[src/rtl/npcq_pkg.sv]
package npcq_pkg;

    // Palette geometry.
    localparam int PALETTE_ENTRIES = 256;
    localparam int IDX_W           = $clog2(PALETTE_ENTRIES);

    // Component and distance widths.
    localparam int COMP_W = 8;
    localparam int SQ_W   = 2 * COMP_W;
    localparam int DIST_W = SQ_W + 2;

    // Pixels with alpha below this value are transparent.
    localparam logic [COMP_W-1:0] ALPHA_OPAQUE_MIN = 8'd128;

    // Search start value, larger than any real distance.
    localparam logic [DIST_W-1:0] DIST_START = DIST_W'(255 * 255 * 3 + 1);

    // Divide by three as multiply by 683 and shift by 11; exact for sums below 2048.
    localparam int                GRAY_SUM_W = COMP_W + 2;
    localparam int                GRAY_SHIFT = 11;
    localparam logic [GRAY_SUM_W-1:0] GRAY_RECIP = GRAY_SUM_W'(683);

    // Input item kinds.
    localparam logic KIND_LOAD  = 1'b0;
    localparam logic KIND_PIXEL = 1'b1;

    // Sequencer states, one-hot.
    typedef enum logic [2:0] {
        ST_IDLE   = 3'b001,
        ST_SEARCH = 3'b010,
        ST_DONE   = 3'b100
    } t_state;

    // Tag that travels with a palette entry through the distance unit.
    typedef struct packed {
        logic             valid;
        logic [IDX_W-1:0] idx;
    } t_dist_tag;

endpackage

[src/rtl/npcq_dist.sv]
module npcq_dist (
    input  logic                            i_clk,
    input  logic                            i_rst_n,
    input  npcq_pkg::t_dist_tag             i_tag,
    input  logic [npcq_pkg::COMP_W-1:0]     i_pix_r,
    input  logic [npcq_pkg::COMP_W-1:0]     i_pix_g,
    input  logic [npcq_pkg::COMP_W-1:0]     i_pix_b,
    input  logic [3*npcq_pkg::COMP_W-1:0]   i_pal,
    output npcq_pkg::t_dist_tag             o_tag,
    output logic [npcq_pkg::DIST_W-1:0]     o_dist
);

    logic [npcq_pkg::COMP_W-1:0] w_pal_r, w_pal_g, w_pal_b;
    logic [npcq_pkg::COMP_W-1:0] w_dr, w_dg, w_db;
    logic [npcq_pkg::SQ_W-1:0]   r_sq_r, r_sq_g, r_sq_b;
    npcq_pkg::t_dist_tag         r_tag_s1, r_tag_s2;
    logic [npcq_pkg::DIST_W-1:0] r_dist;

    // Split the stored entry into its components.
    assign w_pal_r = i_pal[3*npcq_pkg::COMP_W-1:2*npcq_pkg::COMP_W];
    assign w_pal_g = i_pal[2*npcq_pkg::COMP_W-1:npcq_pkg::COMP_W];
    assign w_pal_b = i_pal[npcq_pkg::COMP_W-1:0];

    // Absolute component differences.
    assign w_dr = (i_pix_r > w_pal_r) ? (i_pix_r - w_pal_r) : (w_pal_r - i_pix_r);
    assign w_dg = (i_pix_g > w_pal_g) ? (i_pix_g - w_pal_g) : (w_pal_g - i_pix_g);
    assign w_db = (i_pix_b > w_pal_b) ? (i_pix_b - w_pal_b) : (w_pal_b - i_pix_b);

    // First stage registers the three squares.
    always_ff @(posedge i_clk) begin
        r_sq_r <= npcq_pkg::SQ_W'(w_dr) * npcq_pkg::SQ_W'(w_dr);
        r_sq_g <= npcq_pkg::SQ_W'(w_dg) * npcq_pkg::SQ_W'(w_dg);
        r_sq_b <= npcq_pkg::SQ_W'(w_db) * npcq_pkg::SQ_W'(w_db);
        r_dist <= npcq_pkg::DIST_W'(r_sq_r) + npcq_pkg::DIST_W'(r_sq_g)
                + npcq_pkg::DIST_W'(r_sq_b);
    end

    // The tag follows the data through both stages.
    always_ff @(posedge i_clk) begin
        if (!i_rst_n) begin
            r_tag_s1 <= '0;
            r_tag_s2 <= '0;
        end else begin
            r_tag_s1 <= i_tag;
            r_tag_s2 <= r_tag_s1;
        end
    end

    assign o_tag  = r_tag_s2;
    assign o_dist = r_dist;

endmodule

[config.mk]
export PLATFORM = sky130hd
export DESIGN_NAME = npcq_dist
export DESIGN_NICKNAME = d
export VERILOG_FILES = /design/src/rtl/npcq_pkg.sv /design/src/rtl/npcq_dist.sv
export SDC_FILE = /design/constraint.sdc
export NUM_CORES = 1
export LEC_CHECK = 0
export ABC_AREA = 1
export BUFFER_PORTS_ARGS = -buffer_cell sky130_fd_sc_hd__buf_2
export CAP_MARGIN = 20
export CORE_AREA = 2 2 142 144
export DETAILED_ROUTE_END_ITERATION = 10
export DIE_AREA = 0 0 144 146
export GPL_ROUTABILITY_DRIVEN = 0
export PLACE_DENSITY = 0.84
export SLEW_MARGIN = 10
export SYNTH_ARGS = -nofsm -noshare
export SYNTH_HDL_FRONTEND = slang
export SYNTH_SLANG_ARGS = --single-unit
[constraint.sdc]
create_clock -name i_clk -period 13.8 [get_ports i_clk]
set_input_delay 2.76 -clock i_clk [delete_from_list [all_inputs] [get_ports i_clk]]
set_output_delay 2.76 -clock i_clk [all_outputs]
set_load 0.01 [all_outputs]
# Yosys cells after proc, flatten, opt, wreduce, memory -nomap -nowiden
# Index checks and enable logic that the tools add are counted.
[totals] out_inout_bits=27 wordCells=25 regBits=84
[op_classes] addsub=8 n_mul=3 muxes=3 order_cmp=3
[op_table] op="multiplier 8 x 8 -> 16 bit" count=3
[op_table] op="subtractor 8 bit" count=6
[op_table] op="> comparator 8 bit" count=3
[op_table] op="two-way mux 8 bit" count=3
[op_table] op="adder 17 x 16 -> 18 bit" count=1
[op_table] op="adder 16 x 16 -> 17 bit" count=1

# Depth between registers and ports, before layout
# Gate-level depths: netlist (run 1).
[depth] ltp_word=3 ltp_mapped=31 mapped_depth_nobuf=31

# Least setup slack after synthesis (run 1)
# Ideal clock, no wire load.
[synth_path] path_type="input -> register" start="input port i_pix_r[0] in the netlist's numbering" end="register r_sq_r[13] in the netlist's numbering" setup_ns=0.112 path_slack_ns=6.181 t_arrival_ns=7.506 n_path_buf=0 cell_stages=29 cell_sequence="inv_1 -> ha_1 -> inv_1 -> fa_1 -> nand3_1 -> nand3_1 -> nand2_1 -> nand2_1 -> nand2_4 -> inv_4 -> nand2_1 -> nand2_4 -> nor2_1 -> inv_1 -> fa_1 -> inv_1 -> fa_1 -> inv_1 -> fa_1 -> fa_1 -> inv_1 -> ha_1 -> a21oi_1 -> a21boi_0 -> o21ai_0 -> nand2_1 -> nand2_1 -> nand2_1 -> nand2_1"
[synth_via] elab_chain_cells=3
[synth_rtl] item="start, declared" line_no="npcq_dist.sv:5" text="input logic [npcq_pkg::COMP_W-1:0] i_pix_r,"
[synth_rtl] item="subtractor 8 bit / > comparator 8 bit (equally long branches)" line_no="npcq_dist.sv:25" text="assign w_dr = (i_pix_r > w_pal_r) ? (i_pix_r - w_pal_r) : (w_pal_r - i_pix_r);"
[synth_rtl] item="two-way mux 8 bit (*)" line_no="npcq_dist.sv:25"
[synth_rtl] item="multiplier 8 x 8 -> 16 bit (*)" line_no="npcq_dist.sv:31" text="r_sq_r <= npcq_pkg::SQ_W'(w_dr) * npcq_pkg::SQ_W'(w_dr);"
[synth_rtl] item="end signal, assigned" line_no="npcq_dist.sv:31"
[synth_rtl] item="end, declared" line_no="npcq_dist.sv:15" text="logic [npcq_pkg::SQ_W-1:0] r_sq_r, r_sq_g, r_sq_b;"
# Mark *: on every way between the ends. The rest lies on a longest branch, timed or not.
# A chain may end at the register's enable or synchronous reset.

# Worst setup path after layout (run 1)
# Ends and elaborated chain as after synthesis.

==> results of run 1 <==
-- metal layers --
metal	vias up	wire length (µm)
met3	41	1100
li1	4497	-
met5	-	0
met1	4121	9260
met4	0	412
met2	262	10700
-- cell usage after synthesis (all sizes together) --
library cell and number:
a21boi 6, a21o 6, a21oi 58, a31oi 4, and3 2, buf 9, clkbuf 4, conb 1
dfxtp 81, fa 97, ha 149, inv 331, nand2 367, nand3 65, nand4 10, nor2 128
nor3 2, o2111ai 4, o21ai 34, o21bai 9, or2 3, xnor2 21, xor2 40
-- sequential cells by signal (all words and copies together), names as in the netlist --
register  flops
r_sq_r       15
r_sq_b       15
r_tag_s1      9
r_sq_g       15
o_tag         9
o_dist       18
-- through the flow --
| stage | cell area, µm² | utilization, % | worst slack (ns) | instances | hold slack (ns) |
|---|---|---|---|---|---|
| 2_1_floorplan | 10500 | - | 6.18 | 1433 | 0.390 |
| 3_3_place_gp | 11200 | 57.9 | 5.87 | 1770 | 0.392 |
| 3_5_place_dp | 11200 | 57.9 | 5.66 | 1770 | 0.399 |
| 4_1_cts | 11500 | 59.4 | 5.98 | 1786 | 0.414 |
| 5_1_grt | 11500 | 59.4 | 5.50 | 1786 | 0.429 |
| 6_report | 11500 | 59.4 | 5.90 | 1786 | 0.412 |
-- worst paths after layout --
check / startpoint / slack [ns] / depth (start not counted) / end
hold reg to reg: r_tag_s1[2]$_SDFF_PN0_ / 0.41 / 2 / o_tag[2]$_SDFF_PN0_
setup / recovery: i_pix_r[0] / 5.90 / 30 / r_sq_r[13]$_DFF_P_
hold / removal: r_tag_s1[2]$_SDFF_PN0_ / 0.41 / 2 / o_tag[2]$_SDFF_PN0_
setup reg to reg: r_sq_g[4]$_DFF_P_ / 11.45 / 10 / o_dist[17]$_DFF_P_
-- critical path, delay by kind of cell --
| family | cells | cell delay, ns |
|---|---|---|
| fa+ha+maj | 7 | 2.88 |
| simple gates | 12 | 1.24 |
| compound gates | 3 | 0.72 |
| buf+inv | 8 | 0.53 |
-- layout by cell type (no fill, tap or decap), drive strengths merged --
master      n
clkinv      3
o21bai      9
a21boi      6
clkbuf      9
dfxtp      81
bufinv      1
nand3      65
a21oi      58
o2111ai     4
and3        2
ha        149
o21ai      34
fa         97
xnor2      21
clkinvlp    1
nor3        2
or2         3
buf        85
inv       333
nand4      10
conb        3
xor2       40
nand2     367
a31oi       4
a21o        6
nor2      128
-- layout make-up --
cell class	count	share of cell area [%]
sequential	81	14.1
tap	265	2.89
timing repair buffer	85	3.70
clock buffer	9	1.96
inverter	331	10.9
clock inverter	7	0.675
multi-input combinational	1008	65.8
-- cells by family after synthesis --
group	synth area share, %
and+or+nand+nor	23.8
other	0.0357
buffers and inverters	12.6
DFF	15.4
AOI/OAI and AO/OA	6.75
xor gates and xnor gates	5.09
adders and majority gates	36.3
==> impl_metrics.csv, run 1 <==
group,metric,value,unit
run_status,outcome,"finished clean",
synthesis,ys_ff_latch,81,
critical_path,cp-end-kind,"flop",
floorplan,core-area,0.0193,mm²
floorplan,start_util,54.3,%
critical_path,worst_path_max_delay_cell,"fa_1",
timing,rsz0062_at_grt,"no",
floorplan,dieArea,0.0210,mm²
synthesis,yosys_warnings,0,
timing,drv_slew,0,
detailed_routing,ant_nets,0,
cells_and_area,finalNetCount,1821,
detailed_routing,via_count,8921,
timing,final-hold-violation-count,0,
cells_and_area,num-fill-cells,1664,
clock_tree,cts_root_buf,"clkbuf_16",
critical_path,start_kind,"input port",
floorplan,rows,51,
critical_path,cp_max_fo,10,
placed_design,port_buffers,85,
cells_and_area,syn_to_final_growth,9.45,%
synthesis,synthCells,1431,
global_route,use_met2,38.9,%
worst_hold_path,hold_path_class,"flop to flop",
critical_path,cp.required,14.04,ns
cells_and_area,seqCellArea,0.00162,mm²
clock_tree,clkTransAtPathRegs,0.06,ns
global_route,grt_max_degree,19,
global_route,overflow,0,
clock_tree,clk_latency,0.34,ns
cells_and_area,n_antenna_cell,0,
timing,worst_clock_skew,0.00596,ns
timing,period_minus_slack,7.90,ns
floorplan,die_x,144,µm
clock_tree,hold_buffers,0,
global_route,grtUsageMet3,3.46,%
detailed_routing,drcViolationCount,0,
detailed_routing,first_iter_violations,421,
critical_path,crit_path_max_incr_delay,0.54,ns
floorplan,die_h,146,µm
global_route,antenna_found_initial,0,
job,max_cap_violations,0,
timing,fin_tns_setup,0,ns
synthesis,seq_area_frac_synth,15.4,%
global_route,top_usage_layer,"met2",
floorplan,io_pins,86,
synthesis,yosys-top-cells-area,"fa_1, ha_1, dfxtp_1",
critical_path,crit_top_cell,"nand2_1",
synthesis,avgSynthCellArea,7.34,µm²
critical_path,crit_type,"input port to flop",
clock_tree,numCtsBuffers,9,
detailed_routing,routedWlPerCell,12.0,µm
clock_tree,clock_sinks,81,
timing,fmax,127,MHz
cells_and_area,drive_gt1_share,11.6,%
critical_path,arrival,8.13,ns
placed_design,hpwl,18.1,mm
synthesis,netlist_area,0.0105,mm²
detailed_routing,drt-total-wl,21.5,mm
synthesis,yosysTopAreaCell,"fa_1",
detailed_routing,vias_per_cell,4.99,
global_route,grt_use_total,21.3,%
clock_tree,clock_path_buffers,2,
synthesis,netlist.area_leader.share,18.5,%
global_route,met1_usage,25.8,%
cells_and_area,multi_input_comb_area,0.00756,mm²
detailed_routing,drt_pass1_iterations,5,
clock_tree,post_cts_buffers,0,
timing,post-route-period-util,57.2,%
clock_tree,cts_resized,0,
clock_tree,cts_max_level,3,
synthesis,ys_types,37,
clock_tree,cts_tree,"built",
timing,setup_viol,0,
global_route,grt_pass1_wl,37.5,mm
global_route,grt_pass1_vias,8855,
Power of run 1 is left out: the tool's default activity adds up to more than one toggle a clock period on the data nets, which glitch-free logic cannot reach.
==> inputs of run 2 (changes only) <==
==> constraint.sdc (replaced) <==
create_clock -name i_clk -period 7.7 [get_ports i_clk]
set_input_delay 1.54 -clock i_clk [delete_from_list [all_inputs] [get_ports i_clk]]
set_output_delay 1.54 -clock i_clk [all_outputs]
set_load 0.01 [all_outputs]
==> run 2 against run 1 <==
Final cell count unchanged. Sequential share of layout area hardly changed. Worst hold slack better by 0.0060 ns.
==> impl_metrics.csv, run 2 (synthesized netlist as in run 1, its figures left out) <==
group,metric,value,unit
global_route,grt_pass1_vias,8943,
cells_and_area,drive_gt1_share,11.6,%
detailed_routing,drt-total-wl,21.0,mm
critical_path,reg2reg_from,"r_sq_g[4]$_DFF_P_",
floorplan,core-area,0.0193,mm²
timing,period_minus_slack,6.64,ns
timing,whs,0.418,ns
timing,drv_slew,0,
global_route,grt_pass1_wl,37.3,mm
cells_and_area,num-fill-cells,1694,
worst_hold_path,whs_endpoint,"o_tag[1]$_SDFF_PN0_",
clock_tree,cts_max_level,3,
critical_path,cp_num_buf_inv,6,
floorplan,io_pins,86,
timing,worst_clock_skew,0.00452,ns
detailed_routing,drcViolationCount,0,
cells_and_area,syn_to_final_growth,9.32,%
timing,setup_viol,0,
clock_tree,cts_tree,"built",
cells_and_area,finalNetCount,1821,
critical_path,reg2reg_to,"o_dist[17]$_DFF_P_",
floorplan,dieArea,0.0210,mm²
critical_path,path_delay_family,"adder cells",
detailed_routing,drt_pass1_iterations,5,
placed_design,port_buffers,85,
placed_design,postPlaceCellArea,0.0112,mm²
critical_path,cp-end-kind,"flop",
cells_and_area,final_common_cell,"nand2_1",
floorplan,rows,51,
critical_path,cp.required,7.93,ns
global_route,grt_max_degree,19,
clock_tree,numCtsBuffers,9,
clock_tree,clk_latency,0.33,ns
global_route,antenna_found_initial,0,
worst_hold_path,hold_start,"r_tag_s1[1]$_SDFF_PN0_",
timing,rsz0062_at_grt,"no",
floorplan,die_x,144,µm
worst_hold_path,hold_path_class,"flop to flop",
timing,fin_tns_setup,0,ns
timing,setup_ws,1.06,ns
critical_path,crit_type,"input port to flop",
critical_path,start_kind,"input port",
cells_and_area,n_antenna_cell,0,
clock_tree,clkTransAtPathRegs,0.06,ns
clock_tree,post_cts_buffers,0,
timing,post-route-period-util,86.2,%
clock_tree,clock_path_buffers,2,
critical_path,arrival,6.87,ns
floorplan,start_util,54.3,%
critical_path,crit_path_max_incr_delay,0.54,ns
critical_path,cp_max_fo,9,
placed_design,dp_slack,0.768,ns
global_route,grt_use_total,21.0,%
detailed_routing,via_count,8794,
detailed_routing,routedWlPerCell,11.7,µm
cells_and_area,fin_area,0.0115,mm²
job,max_cap_violations,0,
detailed_routing,ant_nets,0,
worst_hold_path,min_path_cells,2,
cells_and_area,final_cell_mix,"nand2_1, inv_1, ha_1",
clock_tree,clock_sinks,81,
critical_path,crit_top_cell,"nand2_1",
clock_tree,cts_resized,0,
clock_tree,hold_buffers,0,
critical_path,r2r_setup_slack,5.30,ns
run_status,outcome,"finished clean",
global_route,overflow,0,
critical_path,worst_path_max_delay_cell,"fa_1",
floorplan,die_h,146,µm
placed_design,hpwl,18.2,mm
detailed_routing,vias_per_cell,4.92,
critical_path,rr_worst_depth,10,
clock_tree,cts_root_buf,"clkbuf_16",
cells_and_area,largest_reg_flops,18,
timing,fmax,151,MHz
timing,final-hold-violation-count,0,
detailed_routing,first_iter_violations,343,
-- run 2: cell count changes in the layout (fill, tap and decap cells not counted) --
cell        before  now
bufinv_16        1    0
clkbuf_8         0    1
clkinv_2         1    0
clkinvlp_4       1    2
-- run 2: worst min-delay path, delay by kind of cell (launching register included) --
family / cells / cell delay, ns
DFF: 1 / 0.31
buffers and inverters: 1 / 0.04
and+or+nand+nor: 1 / 0.05
-- run 2: how the worst max path moves through the flow --
stage                     startpoint            endpoint  slack [ns]  cells past startpoint
after CTS                 i_pix_g[0]  r_sq_g[12]$_DFF_P_        1.10                     30
final                     i_pix_g[0]  r_sq_g[12]$_DFF_P_        1.06                     30
after global routing      i_pix_g[0]  r_sq_g[12]$_DFF_P_        0.58                     30
after detailed placement  i_pix_g[0]  r_sq_g[12]$_DFF_P_        0.77                     30
after floorplan           i_pix_r[0]  r_sq_r[13]$_DFF_P_        1.30                     29
after global placement    i_pix_g[0]  r_sq_g[12]$_DFF_P_        0.99                     30
-- run 2: cell type report --
cell class                 count  area [µm²]  area share, %
inverter                     331        1250           10.9
clock inverter                 6        50.0          0.436
multi-input combinational   1008        7560           65.8
clock buffer                  10         239           2.08
tap                          265         332           2.89
sequential                    81        1620           14.1
timing repair buffer          85         425           3.71
-- run 2: layer usage --
metal	track usage (%)	routed length [µm]
met3	2.57	886
met4	5.34	448
met5	0	0
met2	38.7	10400
met1	25.8	9230
-- run 2: metrics by stage --
step	util, %	std cells
3_5_place_dp	57.9	1770
3_3_place_gp	57.9	1770
4_1_cts	59.4	1786
2_1_floorplan	-	1433
6_report	59.4	1786
5_1_grt	59.4	1786
Power of run 2 is left out for the same reason.
